**config.mk**
```make
export PLATFORM = sky130hd
export DESIGN_NAME = arithmetic_expression_lexer_flat
export DESIGN_NICKNAME = d
export VERILOG_FILES = /design/src/sv/ael_pkg.sv /design/src/sv/ael_ifs.sv /design/src/sv/ael_step.sv /design/src/sv/ael_queue.sv /design/src/sv/arithmetic_expression_lexer.sv /design/src/flat_wrapper.sv
export SDC_FILE = /design/constraint.sdc
export NUM_CORES = 1
export LEC_CHECK = 0
export BUFFER_PORTS_ARGS = -buffer_cell sky130_fd_sc_hd__clkbuf_2
export CORE_MARGIN = 10
export CORE_UTILIZATION = 35
export CTS_CLUSTER_DIAMETER = 200
export CTS_CLUSTER_SIZE = 16
export DETAILED_ROUTE_END_ITERATION = 8
export MAX_ROUTING_LAYER = met4
export PLACE_DENSITY_LB_ADDON = 0.25
export SYNTH_ARGS = -nofsm -noshare
export SYNTH_HDL_FRONTEND = slang
export SYNTH_HIERARCHICAL = 1
export SYNTH_SLANG_ARGS = --single-unit
export TNS_END_PERCENT = 5
```
**constraint.sdc**
```tcl
create_clock -name clk -period 4.4 [get_ports clk]
set_input_delay 0.22 -clock clk [delete_from_list [all_inputs] [get_ports clk]]
set_output_delay 0.22 -clock clk [all_outputs]
set_load 0.1 [all_outputs]
```
**src/sv/ael_pkg.sv**
```systemverilog
// Shared types, character constants and classification helpers for the expression lexer.
package ael_pkg;

  // Token kinds as they appear on the result channel
  typedef enum logic [3:0] {
    KIND_NUM    = 4'd0,
    KIND_IDENT  = 4'd1,
    KIND_ADD    = 4'd2,
    KIND_SUB    = 4'd3,
    KIND_MUL    = 4'd4,
    KIND_DIV    = 4'd5,
    KIND_POW    = 4'd6,
    KIND_LPAREN = 4'd7,
    KIND_RPAREN = 4'd8
  } kind_t;

  // Scanner state
  typedef enum logic [2:0] {
    ST_IDLE  = 3'd0,
    ST_INT   = 3'd1,
    ST_FRAC  = 3'd2,
    ST_DOT   = 3'd3,
    ST_IDENT = 3'd4,
    ST_DROP  = 3'd5
  } scan_state_t;

  // ASCII codes
  localparam logic [7:0] CH_ZERO   = 8'h30;
  localparam logic [7:0] CH_NINE   = 8'h39;
  localparam logic [7:0] CH_LOW_A  = 8'h61;
  localparam logic [7:0] CH_LOW_Z  = 8'h7A;
  localparam logic [7:0] CH_DOT    = 8'h2E;
  localparam logic [7:0] CH_SPACE  = 8'h20;
  localparam logic [7:0] CH_TAB    = 8'h09;
  localparam logic [7:0] CH_CR     = 8'h0D;
  localparam logic [7:0] CH_PLUS   = 8'h2B;
  localparam logic [7:0] CH_MINUS  = 8'h2D;
  localparam logic [7:0] CH_STAR   = 8'h2A;
  localparam logic [7:0] CH_SLASH  = 8'h2F;
  localparam logic [7:0] CH_CARET  = 8'h5E;
  localparam logic [7:0] CH_LPAREN = 8'h28;
  localparam logic [7:0] CH_RPAREN = 8'h29;

  // One result beat
  typedef struct packed {
    kind_t      kind;
    logic [7:0] chr;
    logic       token_start;
    logic       token_end;
    logic       error;
    logic       run_last;
  } res_t;

  // Results of one accepted input beat, handed to the result queue
  typedef struct packed {
    logic [1:0] cnt;
    res_t       r0;
    res_t       r1;
  } push_t;

  function automatic logic is_digit(logic [7:0] c);
    return (c >= CH_ZERO) && (c <= CH_NINE);
  endfunction

  function automatic logic is_lower(logic [7:0] c);
    return (c >= CH_LOW_A) && (c <= CH_LOW_Z);
  endfunction

  // Tab, LF, VT, FF, CR or space
  function automatic logic is_space(logic [7:0] c);
    return (c == CH_SPACE) || ((c >= CH_TAB) && (c <= CH_CR));
  endfunction

  function automatic logic is_op(logic [7:0] c);
    return (c == CH_PLUS) || (c == CH_MINUS) || (c == CH_STAR) || (c == CH_SLASH) ||
           (c == CH_CARET) || (c == CH_LPAREN) || (c == CH_RPAREN);
  endfunction

  function automatic kind_t op_kind(logic [7:0] c);
    kind_t k;
    unique case (c)
      CH_PLUS:   k = KIND_ADD;
      CH_MINUS:  k = KIND_SUB;
      CH_STAR:   k = KIND_MUL;
      CH_SLASH:  k = KIND_DIV;
      CH_CARET:  k = KIND_POW;
      CH_LPAREN: k = KIND_LPAREN;
      CH_RPAREN: k = KIND_RPAREN;
      default:   k = KIND_NUM;
    endcase
    return k;
  endfunction

  function automatic res_t mk_res(kind_t k, logic [7:0] c, logic s, logic e, logic er);
    res_t r;
    r.kind        = k;
    r.chr         = c;
    r.token_start = s;
    r.token_end   = e;
    r.error       = er;
    r.run_last    = 1'b0;
    return r;
  endfunction

endpackage

```
**src/sv/ael_ifs.sv**
```systemverilog
// Valid/ready channel interfaces for the lexer's character input and token output.
interface ael_in_if;
  logic       valid;
  logic       ready;
  logic [7:0] ch;
  logic       last_char;

  modport source (output valid, output ch, output last_char, input ready);
  modport sink (input valid, input ch, input last_char, output ready);
endinterface

interface ael_out_if;
  logic       valid;
  logic       ready;
  logic [3:0] kind;
  logic [7:0] out_char;
  logic       token_start;
  logic       token_end;
  logic       error;
  logic       run_last;

  modport source (output valid, output kind, output out_char, output token_start,
                  output token_end, output error, output run_last, input ready);
  modport sink (input valid, input kind, input out_char, input token_start,
                input token_end, input error, input run_last, output ready);
endinterface

```
**src/sv/ael_step.sv**
```systemverilog
// Scanner: state and held character, and the up to two results of each input beat.
module ael_step (
  input  logic          clk,
  input  logic          rst_n,
  input  logic          accept,
  input  logic [7:0]    ch,
  input  logic          last_char,
  output ael_pkg::push_t push
);
  import ael_pkg::*;

  scan_state_t state_r, state_nxt;
  logic [7:0]  held_char_r, held_char_nxt;
  kind_t       held_kind_r, held_kind_nxt;
  logic        held_start_r, held_start_nxt;
  logic        held_valid_r, held_valid_nxt;

  res_t        res_a [2];
  logic [1:0]  n;
  logic        from_idle;

  // Next state and results for the current beat
  always_comb begin
    state_nxt      = state_r;
    held_char_nxt  = held_char_r;
    held_kind_nxt  = held_kind_r;
    held_start_nxt = held_start_r;
    held_valid_nxt = held_valid_r;
    res_a[0]       = '0;
    res_a[1]       = '0;
    n              = 2'd0;
    from_idle      = 1'b0;

    unique case (state_r)
      ST_DROP: begin
      end
      ST_DOT: begin
        if (is_digit(ch)) begin
          res_a[n[0]] = mk_res(held_kind_r, held_char_r, held_start_r, 1'b0, 1'b0);
          n = n + 2'd1;
          held_char_nxt  = ch;
          held_kind_nxt  = KIND_NUM;
          held_start_nxt = 1'b0;
          held_valid_nxt = 1'b1;
          state_nxt      = ST_FRAC;
        end else begin
          // lone point
          res_a[n[0]] = mk_res(KIND_NUM, held_char_r, 1'b0, 1'b0, 1'b1);
          n = n + 2'd1;
          held_valid_nxt = 1'b0;
          state_nxt      = ST_DROP;
        end
      end
      ST_INT, ST_FRAC: begin
        if (is_digit(ch) || ((state_r == ST_INT) && (ch == CH_DOT))) begin
          res_a[n[0]] = mk_res(held_kind_r, held_char_r, held_start_r, 1'b0, 1'b0);
          n = n + 2'd1;
          held_char_nxt  = ch;
          held_kind_nxt  = KIND_NUM;
          held_start_nxt = 1'b0;
          held_valid_nxt = 1'b1;
          state_nxt      = (is_digit(ch) && (state_r == ST_INT)) ? ST_INT : ST_FRAC;
        end else begin
          res_a[n[0]] = mk_res(held_kind_r, held_char_r, held_start_r, 1'b1, 1'b0);
          n = n + 2'd1;
          held_valid_nxt = 1'b0;
          state_nxt      = ST_IDLE;
          from_idle      = 1'b1;
        end
      end
      ST_IDENT: begin
        if (is_lower(ch)) begin
          res_a[n[0]] = mk_res(held_kind_r, held_char_r, held_start_r, 1'b0, 1'b0);
          n = n + 2'd1;
          held_char_nxt  = ch;
          held_kind_nxt  = KIND_IDENT;
          held_start_nxt = 1'b0;
          held_valid_nxt = 1'b1;
          state_nxt      = ST_IDENT;
        end else begin
          res_a[n[0]] = mk_res(held_kind_r, held_char_r, held_start_r, 1'b1, 1'b0);
          n = n + 2'd1;
          held_valid_nxt = 1'b0;
          state_nxt      = ST_IDLE;
          from_idle      = 1'b1;
        end
      end
      default: begin
        held_valid_nxt = 1'b0;
        state_nxt      = ST_IDLE;
        from_idle      = 1'b1;
      end
    endcase

    // Start of a new token, or a separator, operator or bad byte
    if (from_idle) begin
      priority if (is_digit(ch)) begin
        held_char_nxt  = ch;
        held_kind_nxt  = KIND_NUM;
        held_start_nxt = 1'b1;
        held_valid_nxt = 1'b1;
        state_nxt      = ST_INT;
      end else if (ch == CH_DOT) begin
        held_char_nxt  = ch;
        held_kind_nxt  = KIND_NUM;
        held_start_nxt = 1'b1;
        held_valid_nxt = 1'b1;
        state_nxt      = ST_DOT;
      end else if (is_lower(ch)) begin
        held_char_nxt  = ch;
        held_kind_nxt  = KIND_IDENT;
        held_start_nxt = 1'b1;
        held_valid_nxt = 1'b1;
        state_nxt      = ST_IDENT;
      end else if (is_space(ch)) begin
      end else if (is_op(ch)) begin
        res_a[n[0]] = mk_res(op_kind(ch), ch, 1'b1, 1'b1, 1'b0);
        n = n + 2'd1;
      end else begin
        res_a[n[0]] = mk_res(KIND_NUM, ch, 1'b0, 1'b0, 1'b1);
        n = n + 2'd1;
        held_valid_nxt = 1'b0;
        state_nxt      = ST_DROP;
      end
    end

    // End of expression: flush what is held and go idle
    if (last_char) begin
      if (held_valid_nxt) begin
        if (state_nxt == ST_DOT) begin
          res_a[n[0]] = mk_res(KIND_NUM, held_char_nxt, 1'b0, 1'b0, 1'b1);
        end else begin
          res_a[n[0]] = mk_res(held_kind_nxt, held_char_nxt, held_start_nxt, 1'b1, 1'b0);
        end
        n = n + 2'd1;
      end
      held_valid_nxt = 1'b0;
      state_nxt      = ST_IDLE;
    end

    // Mark the final result of this beat
    if (n == 2'd1) begin
      res_a[0].run_last = 1'b1;
    end
    if (n == 2'd2) begin
      res_a[1].run_last = 1'b1;
    end

    push.cnt = accept ? n : 2'd0;
    push.r0  = res_a[0];
    push.r1  = res_a[1];
  end

  // Scanner registers advance on each accepted beat
  always_ff @(posedge clk) begin
    if (!rst_n) begin
      state_r      <= ST_IDLE;
      held_char_r  <= '0;
      held_kind_r  <= KIND_NUM;
      held_start_r <= 1'b0;
      held_valid_r <= 1'b0;
    end else if (accept) begin
      state_r      <= state_nxt;
      held_char_r  <= held_char_nxt;
      held_kind_r  <= held_kind_nxt;
      held_start_r <= held_start_nxt;
      held_valid_r <= held_valid_nxt;
    end
  end

endmodule

```
**src/sv/ael_queue.sv**
```systemverilog
// Four-entry result queue: takes up to two results per cycle, sends one beat per cycle while out_bus.ready is high.
module ael_queue (
  input  logic            clk,
  input  logic            rst_n,
  input  ael_pkg::push_t  push,
  output logic            space_ok,
  ael_out_if.source       out_bus
);
  import ael_pkg::*;

  res_t       q_r [4];
  logic [1:0] wr_ptr_r, wr_ptr_nxt;
  logic [1:0] rd_ptr_r, rd_ptr_nxt;
  logic [2:0] cnt_r, cnt_nxt;
  logic       pop;

  // Pointer and fill count update
  always_comb begin
    pop        = (cnt_r != 3'd0) && out_bus.ready;
    wr_ptr_nxt = wr_ptr_r + push.cnt;
    rd_ptr_nxt = rd_ptr_r + {1'b0, pop};
    cnt_nxt    = cnt_r + {1'b0, push.cnt} - {2'b00, pop};
    space_ok   = (cnt_r <= 3'd2);
  end

  always_ff @(posedge clk) begin
    if (!rst_n) begin
      wr_ptr_r <= '0;
      rd_ptr_r <= '0;
      cnt_r    <= '0;
    end else begin
      wr_ptr_r <= wr_ptr_nxt;
      rd_ptr_r <= rd_ptr_nxt;
      cnt_r    <= cnt_nxt;
    end
  end

  // Result storage
  always_ff @(posedge clk) begin
    if (push.cnt != 2'd0) begin
      q_r[wr_ptr_r] <= push.r0;
    end
    if (push.cnt == 2'd2) begin
      q_r[wr_ptr_r + 2'd1] <= push.r1;
    end
  end

  // Head of queue drives the output channel
  always_comb begin
    out_bus.valid       = (cnt_r != 3'd0);
    out_bus.kind        = q_r[rd_ptr_r].kind;
    out_bus.out_char    = q_r[rd_ptr_r].chr;
    out_bus.token_start = q_r[rd_ptr_r].token_start;
    out_bus.token_end   = q_r[rd_ptr_r].token_end;
    out_bus.error       = q_r[rd_ptr_r].error;
    out_bus.run_last    = q_r[rd_ptr_r].run_last;
  end

endmodule

```
**src/sv/arithmetic_expression_lexer.sv**
```systemverilog
// Expression lexer top level: scanner feeding a result queue.
// Results: each result is written into the result queue on the input beat that releases it; a number
//   or identifier character is released by the next character or by its own last_char beat.
// Throughput: one input beat per cycle while the 4-entry result queue holds at most two
//   results; the queue drains one beat per cycle while ready, so two-result beats slow input.
// Reset: synchronous active-low rst_n clears the scanner to idle and empties the queue.
module arithmetic_expression_lexer (
  input  logic      clk,
  input  logic      rst_n,
  ael_in_if.sink    in_bus,
  ael_out_if.source out_bus
);
  import ael_pkg::*;

  push_t push;
  logic  space_ok;
  logic  accept;

  // Input handshake
  assign in_bus.ready = space_ok;
  assign accept       = in_bus.valid && space_ok;

  ael_step u_step (
    .clk       (clk),
    .rst_n     (rst_n),
    .accept    (accept),
    .ch        (in_bus.ch),
    .last_char (in_bus.last_char),
    .push      (push)
  );

  ael_queue u_queue (
    .clk      (clk),
    .rst_n    (rst_n),
    .push     (push),
    .space_ok (space_ok),
    .out_bus  (out_bus)
  );

endmodule

```
**src/flat_wrapper.sv**
```systemverilog
// flat-port wrapper written by rule: the top's interface ports become plain ports
module arithmetic_expression_lexer_flat import ael_pkg::*;
  (clk, rst_n, in_bus_valid, in_bus_ch, in_bus_last_char, in_bus_ready, out_bus_valid, out_bus_kind, out_bus_out_char, out_bus_token_start, out_bus_token_end, out_bus_error, out_bus_run_last, out_bus_ready);
  ael_in_if in_bus_i ();
  ael_out_if out_bus_i ();
  input  logic clk;
  input  logic rst_n;
  input wire logic [$bits(in_bus_i.valid)-1:0] in_bus_valid;
  input wire logic [$bits(in_bus_i.ch)-1:0] in_bus_ch;
  input wire logic [$bits(in_bus_i.last_char)-1:0] in_bus_last_char;
  output wire logic [$bits(in_bus_i.ready)-1:0] in_bus_ready;
  output wire logic [$bits(out_bus_i.valid)-1:0] out_bus_valid;
  output wire logic [$bits(out_bus_i.kind)-1:0] out_bus_kind;
  output wire logic [$bits(out_bus_i.out_char)-1:0] out_bus_out_char;
  output wire logic [$bits(out_bus_i.token_start)-1:0] out_bus_token_start;
  output wire logic [$bits(out_bus_i.token_end)-1:0] out_bus_token_end;
  output wire logic [$bits(out_bus_i.error)-1:0] out_bus_error;
  output wire logic [$bits(out_bus_i.run_last)-1:0] out_bus_run_last;
  input wire logic [$bits(out_bus_i.ready)-1:0] out_bus_ready;
  assign in_bus_i.valid = in_bus_valid;
  assign in_bus_i.ch = in_bus_ch;
  assign in_bus_i.last_char = in_bus_last_char;
  assign in_bus_ready = in_bus_i.ready;
  assign out_bus_valid = out_bus_i.valid;
  assign out_bus_kind = out_bus_i.kind;
  assign out_bus_out_char = out_bus_i.out_char;
  assign out_bus_token_start = out_bus_i.token_start;
  assign out_bus_token_end = out_bus_i.token_end;
  assign out_bus_error = out_bus_i.error;
  assign out_bus_run_last = out_bus_i.run_last;
  assign out_bus_i.ready = out_bus_ready;
  arithmetic_expression_lexer u_core (.clk(clk), .rst_n(rst_n), .in_bus(in_bus_i), .out_bus(out_bus_i));
endmodule
```
==> summary.txt, run 1 <==
Route
  – Met3 wire length: 818 um
  – Metal1 wirelength: 6300 um
  – WL/cell: 19.4 um
  – Post-route ant nets: 0
  – Detailed-route via count: 3973
  – Vias/cell: 5.55
  – Uppermost layer routed: met4
  – Iteration-0 DRC Markers: 372
  – Post-Route WL: 13900 um
  – Drt pass-1 iters: 6
  – DR WL met2: 6500 um
  – DRC viols: 0

Yosys
  – FFs w/ async S/R, synth: 0
  – EDFF count, synth: 64
  – Post-Syn Area: 0.00551 mm2
  – Mean post-synth cell area: 11.6 um2
  – Flops & latches, synth: 88
  – Syn. warnings: 6
  – Synth Flop Type: edfxtp_1
  – Post-Syn Instances: 474
  – Post-Syn Nets: 492
  – Netlist cell types: 72
  – Register area share after synthesis: 0.436

STA
  – Min Tclk post-route: 3.91 ns
  – Fin. max-slew vios: 0
  – Period utilization: 0.888
  – Worst Tran Pin Value: 0.892 ns
  – Setup-failing EPs final: 0
  – RSZ-0062 raised after global routing: false
  – Slew HR: 0.404
  – Clk_skew: 0.00854 ns
  – Fin. Hold Viols: 0
  – Setup TNS: 0 ns
  – Max Freq: 0.256 GHz

Pwr
  – Net switching fraction of the power: 0.438
  – LEAKAGE: 2.21 nW
  – Power Density: 581 mW/mm2
  – Clock power share: 0.209
  – P_int: 0.00201 W
  – Seq pwr share: 0.327
  – Max IR drop VDD: 275 uV
  – Total power: 0.00358 W
  – Psw: 0.00157 W
  – Comb pwr share: 0.464

Global routing
  – Initial antenna violation count: 0
  – Largest net degree at the start of global routing: 24
  – Remaining Overflow, GRT: 0
  – Number of global-route vias before repair: 3934
  – First-pass GRT wire length: 22500 um
  – Global Route Usage Sum: 0.136

Finish
  – N_diodes: 0
  – Area Growth Syn to Fin: 11.7%
  – Layout cells sized above 1: 0.325
  – Non-Filler Instances: 716
  – Fin nets: 518
  – Core Util, Final: 0.402

Placement
  – RD Place Congestion: 0.978
  – DP Cell Count: 700
  – Input/output buffers: 30
  – DP HPWL: 10000 um

Flow run
  – # Max-Cap Violations: 0

Clock network
  – Total CTS buffers: 9
  – Worst-path clk slew: 0.06 ns
  – CTS tree: done
  – Post-CTS Setup Inserts: 0
  – H-tree depth: 3
  – CTS Sinks: 88
  – Cts hold-fix bufs: 0
  – Clock Latency Late Sink: 0.35 ns
  – Gates resized, CTS repair: 0
  – Clock root buffer: clkbuf_16
  – Clock Path Buffers: 2

Critical path
  – Crit Path Max Fanout: 16
  – CP required: 4.50 ns
  – Worst Setup Start Kind: flop
  – Endpoint arrival time on the critical path: 4.01 ns
  – CP endpoint kind: flop
  – Crit path kind: reg -> reg

Floorplanning
  – Io pins: 31
  – Starting Density: 0.360
  – Die height: 145 um
  – Die Area: 0.0212 mm2
  – Core area: 0.0153 mm2
  – Die width: 145 um
  – Row count: 45

Status
  – Status: finished, final reports clean

Hold path
  – Hold WC Path Type: in -> reg
logic make-up (layout without fill, tap and decap cells):
kind of cell | after synthesis | in the layout | share of synthesized area
AOI/OAI and AO/OA | 112 | 112 | 0.136
adders and majority gates | 5 | 5 | 0.0127
buffers and inverters | 48 | 79 | 0.0477
muxes | 88 | 88 | 0.221
DFF | 88 | 88 | 0.436
xor gates and xnor gates | 5 | 5 | 0.0129
and+or+nand+nor | 128 | 128 | 0.133
power groups by stage:
| stage | clock, W | combinational, W | sequential (W) |
|---|---|---|---|
| 2_1_floorplan | 0 | 0.00142 | 0.00113 |
| 3_3_place_gp | 0 | 0.00165 | 0.00118 |
| 3_5_place_dp | 0 | 0.00167 | 0.00119 |
| 4_1_cts | 0.000761 | 0.00168 | 0.00117 |
| 5_1_grt | 0.000792 | 0.00177 | 0.00119 |
| 6_report | 0.000746 | 0.00166 | 0.00117 |
final timing paths:
check                                            startpoint                                        end  slack [ns]  depth (start not counted)
setup / recovery      u_core/u_step/state_r[1]$_SDFFE_PN0P_         u_core/u_queue/q_r[3][7]$_DFFE_PP_        0.49                          9
hold / removal                                out_bus_ready      u_core/u_queue/rd_ptr_r[0]$_SDFF_PN0_        0.22                          3
setup reg to reg      u_core/u_step/state_r[1]$_SDFFE_PN0P_         u_core/u_queue/q_r[3][7]$_DFFE_PP_        0.49                          9
hold reg to reg   u_core/u_step/held_char_r[5]$_SDFFE_PN0P_  u_core/u_step/held_char_r[5]$_SDFFE_PN0P_        0.46                          2
through the flow:
stage / area (um2) / hold WS (ns) / setup slack, ns
after floorplan: 5510 / 0.342 / 0.282
after global placement: 5870 / 0.446 / 0.459
after detailed placement: 5870 / 0.450 / 0.324
after CTS: 6160 / 0.220 / 0.533
after global routing: 6160 / 0.251 / 0.222
final: 6160 / 0.224 / 0.491
state kept, by name (all words and copies together) (netlist names):
register and cells:
u_core/u_step/held_valid_r 1, u_core/u_step/held_start_r 1, u_core/u_queue/q_r 64, u_core/u_step/state_r 3, u_core/u_queue/cnt_r 3, u_core/u_queue/wr_ptr_r 2, u_core/u_step/held_char_r 8, u_core/u_step/held_kind_r 4
u_core/u_queue/rd_ptr_r 2
cell usage after synthesis, types with 3 or more instances:
master / number / area (um2)
ha_1: 4 / 50.1
o21ai_0: 10 / 50.1
mux2_2: 55 / 619
nand3b_1: 7 / 52.6
a22oi_1: 5 / 37.5
buf_1: 3 / 11.3
buf_6: 5 / 56.3
and3_1: 9 / 56.3
nor2b_1: 6 / 37.5
mux4_2: 16 / 360
a32oi_1: 5 / 43.8
nand3_1: 10 / 50.1
o211ai_1: 6 / 45.0
mux2_4: 11 / 165
nand4_1: 3 / 18.8
mux2i_1: 5 / 50.1
nor4_1: 3 / 18.8
dfxtp_1: 24 / 480
a21o_1: 4 / 30.0
inv_1: 10 / 37.5
and2_1: 8 / 50.1
buf_4: 4 / 30.0
nor2_1: 22 / 82.6
o22ai_1: 4 / 25.0
nor3_1: 7 / 35.0
a21oi_1: 33 / 165
o2111ai_1: 3 / 26.3
nand2_1: 29 / 109
nand2b_1: 9 / 56.3
a211oi_1: 4 / 30.0
buf_2: 14 / 70.1
o21ai_1: 10 / 50.1
clkbuf_1: 9 / 33.8
a22oi_2: 3 / 37.5
o31ai_1: 3 / 22.5
edfxtp_1: 64 / 1920
worst max-delay path: stages, from the launching register on:
cell,delay (ns)
dfxtp_1,0.46
or2_1,0.33
xnor2_1,0.42
inv_1,0.12
ha_1,0.35
mux2i_4,0.37
nand2b_1,0.12
and3_1,0.33
and4bb_2,0.74
mux2_2,0.41
area by class of cell:
type                       instances  area (um2)
tap                              211         264
sequential                        88        2400
clock inverter                     2        12.5
clock buffer                      14         275
multi-input combinational        338        2850
fill                            1475        9160
timing repair buffer              52         315
inverter                          11        41.3
placed cells by master, fill, tap and decap left out, drive strengths merged, types with 16 or more instances in the layout:
master / n
nor2: 22
nand2: 29
clkbuf: 44
mux4: 16
dfxtp: 24
buf: 22
mux2: 66
edfxtp: 64
a21oi: 33
o21ai: 20
layer usage:
| metal | vias to the layer above | GRT usage |
|---|---|---|
| met4 | 0 | 0.0450 |
| met1 | 1935 | 0.177 |
| li1 | 1885 | - |
| met2 | 132 | 0.206 |
| met5 | - | - |
| met3 | 21 | 0.0301 |
(Power assumes the default switching activity.)
==> inputs of run 2 (changes only) <==
--- a/config.mk
+++ b/config.mk
@@ -7,7 +7,7 @@
 export LEC_CHECK = 0
 export BUFFER_PORTS_ARGS = -buffer_cell sky130_fd_sc_hd__clkbuf_2
 export CORE_MARGIN = 10
-export CORE_UTILIZATION = 35
+export CORE_UTILIZATION = 45
 export CTS_CLUSTER_DIAMETER = 200
 export CTS_CLUSTER_SIZE = 16
 export DETAILED_ROUTE_END_ITERATION = 8
==> summary.txt, run 2 (synthesized netlist as in run 1, its figures left out) <==
Floorplanning
  – Io pins: 31
  – Die width: 131 um
  – Core area: 0.0120 mm2
  – Row count: 40
  – Starting Density: 0.459
  – Die Area: 0.0171 mm2
  – Die height: 131 um

Route
  – WL/cell: 20.8 um
  – Vias/cell: 6.17
  – Post-route ant nets: 0
  – DRC viols: 0
  – Iteration-0 DRC Markers: 474
  – Drt pass-1 iters: 5
  – Detailed-route via count: 4015
  – Post-Route WL: 13600 um

Finish
  – Layout cells sized above 1: 0.325
  – Most common cell after layout, fill and taps aside: edfxtp_1
  – N_diodes: 0
  – Largest register FFs: 64
  – Fin nets: 517
  – Reg with most FFs: u_core/u_queue/q_r
  – Commonest cells after routing, fill and taps aside: edfxtp_1 (64), mux2_2 (55), a21oi_1 (33)
  – Area Growth Syn to Fin: 9.74%
  – # fillers: 1071
  – Largest regs: u_core/u_queue/q_r x64, u_core/u_step/held_char_r x8, u_core/u_step/held_kind_r x4

Critical path
  – Worst Setup Start Kind: flop
  – CP required: 4.49 ns
  – Crit Path Max Fanout: 16
  – Crit path kind: reg -> reg
  – CP endpoint kind: flop
  – FF-to-FF setup slack: 0.51 ns
  – Endpoint arrival time on the critical path: 3.97 ns

STA
  – Clk_skew: 0.00850 ns
  – Min Tclk post-route: 3.89 ns
  – Setup-failing EPs final: 0
  – Period utilization: 0.883
  – Fin. Hold Viols: 0
  – RSZ-0062 raised after global routing: false
  – Fin. max-slew vios: 0
  – Max Freq: 0.257 GHz
  – Slew HR: 0.382
  – Setup TNS: 0 ns
  – Worst Tran Pin Value: 0.926 ns
  – Hold slack: 0.221 ns

Clock network
  – CTS tree: done
  – Worst-path clk slew: 0.06 ns
  – Total CTS buffers: 9
  – Clock Path Buffers: 2
  – H-tree depth: 3
  – Clock Latency Late Sink: 0.35 ns
  – Gates resized, CTS repair: 0
  – Post-CTS Setup Inserts: 0
  – CTS Sinks: 88
  – Cts hold-fix bufs: 0
  – Clock root buffer: clkbuf_16

Pwr
  – Total power: 0.00352 W
  – Seq pwr share: 0.332
  – LEAKAGE: 2.19 nW
  – Comb pwr share: 0.469
  – Power Density: 583 mW/mm2
  – P_int: 0.00196 W
  – Psw: 0.00157 W
  – Clock power share: 0.198
  – Max IR drop VDD: 255 uV
  – Net switching fraction of the power: 0.445

Global routing
  – Global Route Usage Sum: 0.169
  – Largest net degree at the start of global routing: 24
  – Number of global-route vias before repair: 3840
  – Initial antenna violation count: 0
  – First-pass GRT wire length: 21400 um
  – Remaining Overflow, GRT: 0

Placement
  – RD Place Congestion: 0.926
  – DP HPWL: 9620 um
  – Input/output buffers: 30

Hold path
  – Hold WC Path Type: in -> reg

Status
  – Status: finished, final reports clean

Flow run
  – # Max-Cap Violations: 0
==> run 2: layer usage <==
metal | vias up | global-route usage | routed length (um)
met4 | 0 | 0.0608 | 255
met1 | 1975 | 0.216 | 6010
met3 | 20 | 0.0411 | 884
li1 | 1888 | - | -
met2 | 132 | 0.258 | 6410
met5 | - | - | 0
==> run 2: layout make-up <==
type                            count  area [um2]  area share
Multi-Input combinational cell    338        2850       0.471
Sequential cell                    88        2400       0.397
Timing Repair Buffer               51         308      0.0509
Clock buffer                       11         233      0.0385
Tap cell                          147         184      0.0304
Inverter                           11        41.3     0.00683
Clock inverter                      5        33.8     0.00559
==> run 2: critical path, stage by stage, from the launching register on <==
cell	delay (ns)
dfxtp_1	0.46
or2_1	0.32
xnor2_1	0.44
inv_1	0.13
ha_1	0.34
mux2i_4	0.37
nand2b_1	0.11
and3_1	0.33
nand4b_2	0.64
mux2_2	0.48
==> run 2: final timing paths <==
| path | endpoint | startpoint | depth (start not counted) |
|---|---|---|---|
| worst max-delay path | u_core/u_queue/q_r[0][2]$_DFFE_PP_ | u_core/u_step/state_r[1]$_SDFFE_PN0P_ | 9 |
| worst min-delay path | u_core/u_queue/rd_ptr_r[0]$_SDFF_PN0_ | out_bus_ready | 3 |
| worst max register to register | u_core/u_queue/q_r[0][2]$_DFFE_PP_ | u_core/u_step/state_r[1]$_SDFFE_PN0P_ | 9 |
| worst min register to register | u_core/u_step/held_char_r[5]$_SDFFE_PN0P_ | u_core/u_step/held_char_r[5]$_SDFFE_PN0P_ | 2 |
==> run 2: metrics by stage <==
stage	setup WS (ns)	utilization	cell area, um2	std cells
floorplan	0.282	-	5510	474
global placement	0.394	0.481	5780	635
detailed placement	0.289	0.481	5780	635
CTS	0.572	0.504	6050	651
global route	0.276	0.504	6050	651
finish	0.514	0.504	6050	651
==> run 2: power by group through the flow <==
stage,sequential (W),clock (W),combinational [W]
4_1_cts,0.00117,0.000715,0.00166
2_1_floorplan,0.00113,0,0.00142
5_1_grt,0.00118,0.000754,0.00176
3_3_place_gp,0.00118,0,0.00164
3_5_place_dp,0.00119,0,0.00166
6_report,0.00117,0.000699,0.00165
==> inputs of run 3 (changes only) <==
--- a/config.mk
+++ b/config.mk
@@ -12,7 +12,6 @@
 export CTS_CLUSTER_SIZE = 16
 export DETAILED_ROUTE_END_ITERATION = 8
 export MAX_ROUTING_LAYER = met4
-export PLACE_DENSITY_LB_ADDON = 0.25
 export SYNTH_ARGS = -nofsm -noshare
 export SYNTH_HDL_FRONTEND = slang
 export SYNTH_HIERARCHICAL = 1
==> summary.txt, run 3 (synthesized netlist as in run 1, its figures left out) <==
Status
  – Status: finished, final reports clean

STA
  – Setup-failing EPs final: 0
  – Min Tclk post-route: 3.85 ns
  – Setup TNS: 0 ns
  – Period utilization: 0.874
  – RSZ-0062 raised after global routing: false
  – Clk_skew: 0.00422 ns
  – Worst Tran Pin Value: 0.974 ns
  – Max Freq: 0.260 GHz
  – Fin. max-slew vios: 0
  – Fin. Hold Viols: 0
  – Slew HR: 0.350

Flow run
  – # Max-Cap Violations: 0

Placement
  – Cell Area, Placed: 0.00579 mm2
  – RD Place Congestion: 0.950
  – Input/output buffers: 30
  – DP HPWL: 9800 um

Pwr
  – Total power: 0.00371 W
  – Net switching fraction of the power: 0.425
  – Power Density: 605 mW/mm2
  – Comb pwr share: 0.446
  – Max IR drop VDD: 240 uV
  – P_int: 0.00213 W
  – Psw: 0.00158 W
  – LEAKAGE: 2.24 nW
  – Seq pwr share: 0.316
  – Clock power share: 0.238

Global routing
  – First-pass GRT wire length: 22000 um
  – Initial antenna violation count: 0
  – Number of global-route vias before repair: 3911
  – Remaining Overflow, GRT: 0
  – Largest net degree at the start of global routing: 24
  – Global Route Usage Sum: 0.173

Clock network
  – H-tree depth: 3
  – Clock root buffer: clkbuf_16
  – Total CTS buffers: 9
  – Clock Latency Late Sink: 0.34 ns
  – CTS Sinks: 88
  – Clock Path Buffers: 2
  – Worst-path clk slew: 0.06 ns
  – Post-CTS Setup Inserts: 0
  – Cts hold-fix bufs: 0
  – Gates resized, CTS repair: 0
  – CTS tree: done

Critical path
  – Launching point of the worst reg2reg path: u_core/u_step/state_r[1]$_SDFFE_PN0P_
  – Endpoint arrival time on the critical path: 3.94 ns
  – CP endpoint kind: flop
  – Crit path depth: 9
  – Critical Path Max Stage Delay: 0.71 ns
  – Crit path to: u_core/u_queue/q_r[3][3]$_DFFE_PP_
  – Worst R2R Path Depth: 9
  – Crit path kind: reg -> reg
  – Crit Path Max Fanout: 16
  – CP required: 4.49 ns
  – CP Buf/Inv Count: 1
  – CP top delay family: simple AND/OR/NAND/NOR gates
  – Critical path's slowest cell: and4bb_2
  – Reg2reg end: u_core/u_queue/q_r[3][3]$_DFFE_PP_
  – Crit-path cells: or2_1 > xnor2_1 > inv_1 > ha_1 > mux2i_4 > nand2b_1 > and3_1 > and4bb_2 > mux2_2
  – Worst Setup Start Kind: flop
  – Setup crit start: u_core/u_step/state_r[1]$_SDFFE_PN0P_
  – FF-to-FF setup slack: 0.55 ns

Floorplanning
  – Die height: 131 um
  – Core area: 0.0120 mm2
  – Starting Density: 0.459
  – Row count: 40
  – Die Area: 0.0171 mm2
  – Io pins: 31
  – Die width: 131 um

Finish
  – Design area: 0.00613 mm2
  – Core Util, Final: 0.511
  – Layout cells sized above 1: 0.331
  – Largest regs: u_core/u_queue/q_r x64, u_core/u_step/held_char_r x8, u_core/u_step/held_kind_r x4
  – Most common cell after layout, fill and taps aside: edfxtp_1
  – Reg with most FFs: u_core/u_queue/q_r
  – Commonest cells after routing, fill and taps aside: edfxtp_1 (64), mux2_2 (55), a21oi_1 (33)
  – Area Growth Syn to Fin: 11.3%
  – N_diodes: 0
  – Largest register FFs: 64
  – Fin nets: 518

Route
  – Vias/cell: 6.20
  – DRC viols: 0
  – Drt pass-1 iters: 5
  – Post-route ant nets: 0
  – Iteration-0 DRC Markers: 381
  – WL/cell: 20.8 um
  – Post-Route WL: 13600 um
  – Detailed-route via count: 4040

Hold path
  – Hold WC Path Type: in -> reg
run 3: cell count changes in the layout (fill, tap and decap cells not counted), sizes merged:
| cell | delta |
|---|---|
| clkinv | -2 |
| buf | +1 |
| clkbuf | -2 |
| inv | +1 |
| bufinv | +3 |
run 3: how the worst min path moves through the flow:
stage	start	end	cells after the start
after floorplan	rst_n	u_core/u_queue/cnt_r[0]$_SDFF_PN0_	1
after global placement	u_core/u_step/held_char_r[5]$_SDFFE_PN0P_	u_core/u_step/held_char_r[5]$_SDFFE_PN0P_	2
after detailed placement	u_core/u_step/held_kind_r[1]$_SDFFE_PN0P_	u_core/u_step/held_kind_r[1]$_SDFFE_PN0P_	1
after CTS	out_bus_ready	u_core/u_queue/rd_ptr_r[1]$_SDFF_PN0_	3
after global routing	out_bus_ready	u_core/u_queue/rd_ptr_r[1]$_SDFF_PN0_	3
final	out_bus_ready	u_core/u_queue/rd_ptr_r[1]$_SDFF_PN0_	3
run 3: final cells by class:
cell class | count | area, um2
Clock buffer | 9 | 225
Fill cell | 1075 | 5880
Inverter | 11 | 41.3
Clock inverter | 7 | 119
Timing Repair Buffer | 52 | 315
Sequential cell | 88 | 2400
Tap cell | 147 | 184
Multi-Input combinational cell | 338 | 2850
run 3: worst register-to-register path: cells and delay by family, from the launching register on:
| family | cells | cell delay (ns) |
|---|---|---|
| XOR/XNOR | 1 | 0.41 |
| adder cells (fa/ha/maj) | 1 | 0.34 |
| multiplexers | 2 | 0.78 |
| AND/OR/NAND/NOR | 4 | 1.49 |
| flip-flops | 1 | 0.46 |
| buffers and inverters | 1 | 0.12 |
run 3: power by group through the flow:
stage               logic (W)  clock network (W)  registers, W
floorplan             0.00142                  0       0.00113
global placement      0.00164                  0       0.00118
detailed placement    0.00166                  0       0.00119
CTS                   0.00167           0.000898       0.00117
global route          0.00176           0.000932       0.00119
finish                0.00166           0.000881       0.00117
run 3: metal layers:
layer	up-vias	track usage	routed length (um)
met5	-	-	0
met4	0	0.0517	157
met3	15	0.0306	630
met2	124	0.266	6400
met1	2012	0.229	6390
li1	1889	-	-
run 3: stage by stage:
step	hold slack, ns	setup WS [ns]	instances
6_report	0.234	0.552	652
5_1_grt	0.248	0.352	652
4_1_cts	0.230	0.625	652
3_5_place_dp	0.475	0.360	636
3_3_place_gp	0.447	0.426	636
2_1_floorplan	0.342	0.282	474
